===== src/rtl/u8u16_pkg.sv =====
// Shared types and constants for the UTF-8 to UTF-16 transcoder.
package u8u16_pkg;

   localparam int unsigned LIMIT_W       = 16;
   localparam logic [LIMIT_W-1:0] LIMIT_RESET = 16'd260;
   localparam int unsigned ACCUM_W       = 21;
   localparam int unsigned QUEUE_DEPTH   = 4;
   localparam int unsigned QUEUE_PTR_W   = $clog2(QUEUE_DEPTH);
   localparam int unsigned QUEUE_CNT_W   = $clog2(QUEUE_DEPTH + 1);

   localparam logic KIND_UNIT = 1'b0;
   localparam logic KIND_END  = 1'b1;

   localparam logic [1:0] STATUS_OK       = 2'd0;
   localparam logic [1:0] STATUS_BAD_CONT = 2'd1;
   localparam logic [1:0] STATUS_NO_ROOM  = 2'd2;

   localparam logic [15:0] UNIT_REPLACE   = 16'h003F;
   localparam logic [15:0] HIGH_SURR_BASE = 16'hD800;
   localparam logic [15:0] LOW_SURR_BASE  = 16'hDC00;
   localparam logic [ACCUM_W-1:0] PLANE1_BASE = 21'h10000;
   localparam logic [ACCUM_W-1:0] POINT_MAX   = 21'h10FFFF;

   localparam logic [1:0] REG_UNIT_LIMIT = 2'd0;

   typedef struct packed {
      logic        kind;
      logic [15:0] unit_value;
      logic [1:0]  status;
      logic        last;
   } result_type;

   typedef struct packed {
      logic [1:0] count;
      result_type res0;
      result_type res1;
   } push_type;

endpackage


===== src/rtl/u8u16_decode.sv =====
// Byte decoder: sequence state, code point assembly and UTF-16 unit generation.
module u8u16_decode (
   input  logic                             clock,
   input  logic                             reset,
   input  logic                             accept,
   input  logic [7:0]                       in_byte,
   input  logic [u8u16_pkg::LIMIT_W-1:0]    unit_limit,
   output u8u16_pkg::push_type              push
);

   logic [1:0]                          pending_ff, pending_in;
   logic [u8u16_pkg::ACCUM_W-1:0]       accum_ff, accum_in;
   logic [u8u16_pkg::LIMIT_W-1:0]       written_ff, written_in;
   logic                                discard_ff, discard_in;

   logic [u8u16_pkg::ACCUM_W-1:0]       accum_next;
   logic [u8u16_pkg::ACCUM_W-1:0]       cp;
   logic [u8u16_pkg::ACCUM_W-1:0]       cp_off;
   logic                                emit;
   logic                                is_cont;
   logic                                is_pair;
   logic                                no_room1;
   logic                                no_room2;
   logic                                over_limit;
   u8u16_pkg::push_type                 push_c;

   assign is_cont    = (in_byte[7:6] == 2'b10);
   assign accum_next = {accum_ff[u8u16_pkg::ACCUM_W-7:0], in_byte[5:0]};
   assign is_pair    = (cp >= u8u16_pkg::PLANE1_BASE) && (cp <= u8u16_pkg::POINT_MAX);
   assign cp_off     = cp - u8u16_pkg::PLANE1_BASE;
   assign no_room1   = ({1'b0, written_ff} + 17'd1) >= {1'b0, unit_limit};
   assign no_room2   = ({1'b0, written_ff} + 17'd2) >= {1'b0, unit_limit};
   assign over_limit = written_ff >= unit_limit;

   always_comb begin
      pending_in = pending_ff;
      accum_in   = accum_ff;
      written_in = written_ff;
      discard_in = discard_ff;
      emit       = 1'b0;
      cp         = '0;
      push_c     = '0;

      if (discard_ff) begin
         if (in_byte == 8'd0) begin
            pending_in = '0;
            accum_in   = '0;
            written_in = '0;
            discard_in = 1'b0;
         end
      end else if (pending_ff != 2'd0) begin
         if (!is_cont) begin
            push_c.count       = 2'd1;
            push_c.res0.kind   = u8u16_pkg::KIND_END;
            push_c.res0.status = u8u16_pkg::STATUS_BAD_CONT;
            pending_in = '0;
            accum_in   = '0;
            if (in_byte == 8'd0) begin
               written_in = '0;
               discard_in = 1'b0;
            end else begin
               discard_in = 1'b1;
            end
         end else begin
            accum_in   = accum_next;
            pending_in = pending_ff - 2'd1;
            if (pending_ff == 2'd1) begin
               emit     = 1'b1;
               cp       = accum_next;
               accum_in = '0;
            end
         end
      end else if (in_byte == 8'd0) begin
         push_c.count       = 2'd1;
         push_c.res0.kind   = u8u16_pkg::KIND_END;
         push_c.res0.status = over_limit ? u8u16_pkg::STATUS_NO_ROOM
                                         : u8u16_pkg::STATUS_OK;
         pending_in = '0;
         accum_in   = '0;
         written_in = '0;
         discard_in = 1'b0;
      end else if (!in_byte[7]) begin
         emit = 1'b1;
         cp   = {13'd0, in_byte};
      end else if (in_byte[7:5] == 3'b110) begin
         accum_in   = {16'd0, in_byte[4:0]};
         pending_in = 2'd1;
      end else if (in_byte[7:4] == 4'b1110) begin
         accum_in   = {17'd0, in_byte[3:0]};
         pending_in = 2'd2;
      end else if (in_byte[7:3] == 5'b11110) begin
         accum_in   = {18'd0, in_byte[2:0]};
         pending_in = 2'd3;
      end

      if (emit) begin
         if ((is_pair && no_room2) || (!is_pair && no_room1)) begin
            push_c.count       = 2'd1;
            push_c.res0.kind   = u8u16_pkg::KIND_END;
            push_c.res0.status = u8u16_pkg::STATUS_NO_ROOM;
            discard_in = 1'b1;
         end else if (is_pair) begin
            push_c.count           = 2'd2;
            push_c.res0.unit_value = u8u16_pkg::HIGH_SURR_BASE | {6'd0, cp_off[19:10]};
            push_c.res1.unit_value = u8u16_pkg::LOW_SURR_BASE | {6'd0, cp_off[9:0]};
            written_in = written_ff + 16'd2;
         end else begin
            push_c.count           = 2'd1;
            push_c.res0.unit_value = (cp <= 21'h00FFFF) ? cp[15:0]
                                                       : u8u16_pkg::UNIT_REPLACE;
            written_in = written_ff + 16'd1;
         end
      end

      if (push_c.count == 2'd1) begin
         push_c.res0.last = 1'b1;
      end
      if (push_c.count == 2'd2) begin
         push_c.res1.last = 1'b1;
      end
   end

   always_comb begin
      push = push_c;
      if (!accept) begin
         push.count = 2'd0;
      end
   end

   always_ff @(posedge clock) begin
      if (reset) begin
         pending_ff <= '0;
         accum_ff   <= '0;
         written_ff <= '0;
         discard_ff <= 1'b0;
      end else if (accept) begin
         pending_ff <= pending_in;
         accum_ff   <= accum_in;
         written_ff <= written_in;
         discard_ff <= discard_in;
      end
   end

endmodule


===== src/rtl/u8u16_rspq.sv =====
// Result queue: takes up to two results a cycle, hands out one a cycle while pop is high.
module u8u16_rspq (
   input  logic                  clock,
   input  logic                  reset,
   input  u8u16_pkg::push_type   push,
   input  logic                  pop,
   output logic                  room,
   output logic                  head_valid,
   output u8u16_pkg::result_type head
);

   u8u16_pkg::result_type                 slot_ff [u8u16_pkg::QUEUE_DEPTH];
   logic [u8u16_pkg::QUEUE_PTR_W-1:0]     wr_ff, wr_in;
   logic [u8u16_pkg::QUEUE_PTR_W-1:0]     rd_ff, rd_in;
   logic [u8u16_pkg::QUEUE_CNT_W-1:0]     count_ff, count_in;
   logic [u8u16_pkg::QUEUE_PTR_W-1:0]     wr_next;
   logic                                  do_pop;

   assign head_valid = (count_ff != '0);
   assign head       = slot_ff[rd_ff];
   assign room       = count_ff <= u8u16_pkg::QUEUE_CNT_W'(u8u16_pkg::QUEUE_DEPTH - 2);
   assign do_pop     = pop && head_valid;
   assign wr_next    = wr_ff + u8u16_pkg::QUEUE_PTR_W'(1);

   always_comb begin
      wr_in    = wr_ff + u8u16_pkg::QUEUE_PTR_W'(push.count);
      rd_in    = do_pop ? rd_ff + u8u16_pkg::QUEUE_PTR_W'(1) : rd_ff;
      count_in = count_ff + u8u16_pkg::QUEUE_CNT_W'(push.count)
                 - u8u16_pkg::QUEUE_CNT_W'(do_pop);
   end

   always_ff @(posedge clock) begin
      if (push.count != 2'd0) begin
         slot_ff[wr_ff] <= push.res0;
      end
      if (push.count == 2'd2) begin
         slot_ff[wr_next] <= push.res1;
      end
   end

   always_ff @(posedge clock) begin
      if (reset) begin
         wr_ff    <= '0;
         rd_ff    <= '0;
         count_ff <= '0;
      end else begin
         wr_ff    <= wr_in;
         rd_ff    <= rd_in;
         count_ff <= count_in;
      end
   end

endmodule


===== src/rtl/utf8_to_utf16_transcoder_top.sv =====
// A request's results are registered in the result queue at the edge accepting it.
// One request per cycle while the result queue has room; a surrogate pair gives two
// results in one push, and the four-entry result queue absorbs the extra one.
// Reset (synchronous, active high) clears the decoder state and the queue
// and sets unit_limit to 260.
module utf8_to_utf16_transcoder_top (
   input  logic        clock,
   input  logic        reset,
   input  logic        req_tvalid,
   output logic        req_tready,
   input  logic [7:0]  req_tdata,   // [7:0] in_byte
   output logic        rsp_tvalid,
   input  logic        rsp_tready,
   output logic [23:0] rsp_tdata,   // [15:0] unit_value, [17:16] status, zero above
   output logic        rsp_tuser,   // [0] kind
   output logic        rsp_tlast,
   input  logic        csr_psel,
   input  logic        csr_penable,
   input  logic        csr_pwrite,
   input  logic [1:0]  csr_paddr,
   input  logic [31:0] csr_pwdata,
   output logic [31:0] csr_prdata,
   output logic        csr_pready
);

   logic [u8u16_pkg::LIMIT_W-1:0] unit_limit_ff;
   logic                          accept;
   logic                          room;
   logic                          csr_write;
   u8u16_pkg::push_type           push;
   u8u16_pkg::result_type         head;

   assign csr_pready = 1'b1;
   assign csr_write  = csr_psel && csr_penable && csr_pwrite && csr_pready
                       && (csr_paddr == u8u16_pkg::REG_UNIT_LIMIT);
   assign csr_prdata = (csr_paddr == u8u16_pkg::REG_UNIT_LIMIT)
                       ? {16'd0, unit_limit_ff} : 32'd0;

   always_ff @(posedge clock) begin
      if (reset) begin
         unit_limit_ff <= u8u16_pkg::LIMIT_RESET;
      end else if (csr_write) begin
         unit_limit_ff <= csr_pwdata[15:0];
      end
   end

   assign req_tready = room;
   assign accept     = req_tvalid && room;

   u8u16_decode u_decode (
      .clock      (clock),
      .reset      (reset),
      .accept     (accept),
      .in_byte    (req_tdata),
      .unit_limit (unit_limit_ff),
      .push       (push)
   );

   u8u16_rspq u_rspq (
      .clock      (clock),
      .reset      (reset),
      .push       (push),
      .pop        (rsp_tready),
      .room       (room),
      .head_valid (rsp_tvalid),
      .head       (head)
   );

   assign rsp_tdata = {6'd0, head.status, head.unit_value};
   assign rsp_tuser = head.kind;
   assign rsp_tlast = head.last;

endmodule


===== config.mk =====
export PLATFORM = sky130hd
export DESIGN_NAME = utf8_to_utf16_transcoder_top
export DESIGN_NICKNAME = d
export VERILOG_FILES = /design/src/rtl/u8u16_pkg.sv /design/src/rtl/u8u16_decode.sv /design/src/rtl/u8u16_rspq.sv /design/src/rtl/utf8_to_utf16_transcoder_top.sv
export SDC_FILE = /design/constraint.sdc
export NUM_CORES = 1
export LEC_CHECK = 0
export ABC_CLOCK_PERIOD_IN_PS = 13300
export BUFFER_PORTS_ARGS = -buffer_cell sky130_fd_sc_hd__buf_2
export CAP_MARGIN = 20
export CORE_AREA = 5 5 152 140
export DETAILED_ROUTE_END_ITERATION = 10
export DIE_AREA = 0 0 157 145
export GPL_ROUTABILITY_DRIVEN = 1
export GPL_TIMING_DRIVEN = 0
export PLACE_DENSITY = 0.61
export SETUP_SLACK_MARGIN = 0.05
export SYNTH_ARGS = -nofsm -noshare
export SYNTH_HDL_FRONTEND = slang
export SYNTH_SLANG_ARGS = --single-unit

===== constraint.sdc =====
create_clock -name clock -period 13.3 [get_ports clock]
set_input_delay 1.995 -clock clock [delete_from_list [all_inputs] [get_ports clock]]
set_output_delay 1.995 -clock clock [all_outputs]
set_load 0.005 [all_outputs]

==> results.yml <==
yosys:
  ys_seq_area_share_pct: 39.8
  synth_seq_cells: 139
  synth_top_cell_area_share_pct: 22.4
  syn_inst: 925
  ys.flop_type: "dfxtp_1"
  synth_edf_count: 64
  yosysUniqueCellTypes: 71
  yosysWarnings: 0
  synth_top_area_cell: "edfxtp_1"
  synth_area_um2: 8590
  syn_area_per_cell_um2: 9.29
  async_flop_share_pct: 0
  synth_area_leaders: "edfxtp_1, dfxtp_1, ha_1"
job:
  max-cap-violations: 0
clock_tree:
  cts_made_buffers: 17
  clk_latency_ps: 430
  post_cts_buffers: 0
  clockBufferDepth: 2
  cts.hold.buffers_added: 0
  cts-root-buf: "clkbuf_16"
  cts.clk_slew.worst_paths_ps: 70
  cts-htree-levels: 4
  cts_tree: "yes"
  cts_resized: 0
  clock-sinks: 139
pwr:
  ir_drop_v: 0.0000910
  power_density_nw_per_um2: 131
  combPwrFrac_pct: 24.6
  p_sw_share_pct: 33.0
  p_leak_uw: 0.00382
  internal_power_uw: 867
  power_switching_uw: 428
  p_clk_share_pct: 36.9
  finalPower_uw: 1290
  p_seq_share_pct: 38.5
setup_path:
  required_ps: 13590
  critPathCaptureType: "flip-flop"
  arrival_ps: 6080
  critPathMaxFanout: 10
  r2r-start: "u_decode.written_ff[2]"
  r2r_slack_ps: 7640
  reg2reg_to: "u_rspq.count_ff[2]"
  ff2ff_path_depth: 21
  start_kind: "input port"
  worstSetupPathType: "input port to flip-flop"
drt:
  first_pass_iters: 8
  detailroute.via_count: 7509
  vias_per_cell: 5.79
  wl_um: 25100
  drcViolationCount: 2
  dr.first_iter.drc_count: 566
  drtAntennaViolNets: 0
  drt-wirelength-per-cell_um: 19.4
hold_path:
  hold_depth: 2
  min-delay-start: "unit_limit_ff[10]"
  hold_end: "unit_limit_ff[10]"
  hold_class: "flip-flop to flip-flop"
sta:
  grt_setup_unrepaired: "no"
  tns_ps: 0
  finalMaxSlewViolations: 0
  hold_viol_final: 0
  max_freq_ghz: 0.173
  finalSetupViolations: 0
  fin_skew_ps: 14.2
  relSlewSlack_pct: 39.0
  worst_pin_slew_ps: 915
  fin_crit_ps: 5790
  post-route-period-util_pct: 43.5
layout:
  diodes: 0
  final_util_pct: 50.7
  final_cell_mix: "nand2_1, dfxtp_1, buf_2, edfxtp_1, nand3_1"
  area_delta_synth_final_pct: 15.4
  fillers: 1819
  final_common_cell: "nand2_1"
  layout-drive-gt1-share_pct: 15.6
  final_nets: 1138
floorplan:
  io_pins: 110
  die_h_um: 145
  die-area_um2: 22800
  core_area_um2: 19600
  die_w_um: 157
  core.rowCount: 49
  start_util_pct: 43.9
placement:
  io_buffers: 65
  globalplace.congestion: 0.928
  dpl.hpwl_um: 18700
status:
  failed_checks: "DRC"
  outcome: "finished, violations left"
global_route:
  grt_usage_pct: 22.0
  antenna_found_initial: 0
  grt-ovfl-total: 0
  grt_max_degree: 18
  grt_pass1_wl_um: 39500
  grt_pass1_vias: 7097
-- metal layers --
layer / GRT usage (%) / part of all wire (%)
met1: 33.2 / 47
met2: 32.6 / 43
met3: 4.41 / 7.9
met4: 5.21 / 1.4
met5: 0 / 0
-- worst max-delay path by stage --
stage,startpoint,end,slack [ps],cells after the start
after global placement,req_tdata[6],u_rspq.count_ff[2],7090,21
after CTS,req_tdata[6],u_rspq.count_ff[2],7520,21
after global routing,req_tdata[6],u_rspq.count_ff[2],7260,21
after detailed placement,req_tdata[6],u_rspq.count_ff[2],7070,21
final,req_tdata[6],u_rspq.count_ff[2],7510,21
after floorplan,req_tdata[6],u_rspq.count_ff[2],7830,21
-- cells in the mapped netlist, types with 23 or more instances --
cell type	instances
a21oi_1	62
buf_4	24
clkbuf_1	53
dfxtp_1	75
edfxtp_1	64
ha_1	58
inv_1	35
nand2_1	99
nand3_1	63
nor2_1	33
nor3_1	26
o21ai_0	60
o22ai_1	44
xnor2_1	23
-- cell families after synthesis --
| kind of cell | count (synthesis) | share of synthesized area [%] |
|---|---|---|
| mux | 28 | 6.19 |
| buf+inv | 121 | 6.57 |
| flops | 139 | 39.8 |
| simple gates | 304 | 18.0 |
| xor+xnor | 34 | 3.47 |
| compound gates | 238 | 17.2 |
| fa+ha+maj | 59 | 8.68 |
| other cells | 2 | 0.0874 |
-- area by class of cell --
type	count	area (um^2)	share of cell area, %
Buffer	86	433	4.37
Clock buffer	17	425	4.29
Clock inverter	15	166	1.68
Inverter	35	131	1.33
Multi-Input combinational cell	686	4690	47.3
Sequential cell	139	3420	34.5
Tap cell	255	319	3.22
Timing Repair Buffer	65	325	3.28
-- metrics by stage --
step	setup slack (ps)	area (um^2)	instances	hold slack, ps
floorplan	7830	8670	946	432
global placement	7090	9310	1266	441
CTS	7520	9910	1298	456
global route	7260	9910	1298	469
finish	7510	9910	1298	455
detailed placement	7070	9320	1266	447
-- critical path, stage by stage --
cell and delay (ps):
buf_2 150, nand4bb_1 250, nor2_1 260, clkbuf_1 400
nand2_1 180, ha_1 230, nor4bb_1 130, nand4_1 100
or4_4 130, o211a_2 250, nor4_4 70, buf_4 200
and2_1 130, buf_2 180, nor3_1 410, ha_1 230
inv_1 50, fa_1 380, xnor2_1 180, xnor2_1 140
nor2_1 50
-- power by group through the flow --
| stage | combinational (uW) | clock [uW] | sequential (uW) |
|---|---|---|---|
| after floorplan | 218 | 0 | 501 |
| after global placement | 314 | 0 | 507 |
| after detailed placement | 318 | 0 | 508 |
| after CTS | 320 | 481 | 499 |
| after global routing | 354 | 499 | 502 |
| final | 319 | 477 | 498 |
-- state kept, by name (all words and copies together), names as in the netlist, named ones only --
name                 count
u_rspq.slot_ff          80
u_decode.written_ff     16
unit_limit_ff           16
u_decode.accum_ff       15
u_rspq.count_ff          3
u_decode.pending_ff      2
u_rspq.rd_ff             2
u_rspq.wr_ff             2
u_decode.discard_ff      1
Power figures use the tool's default switching activity.
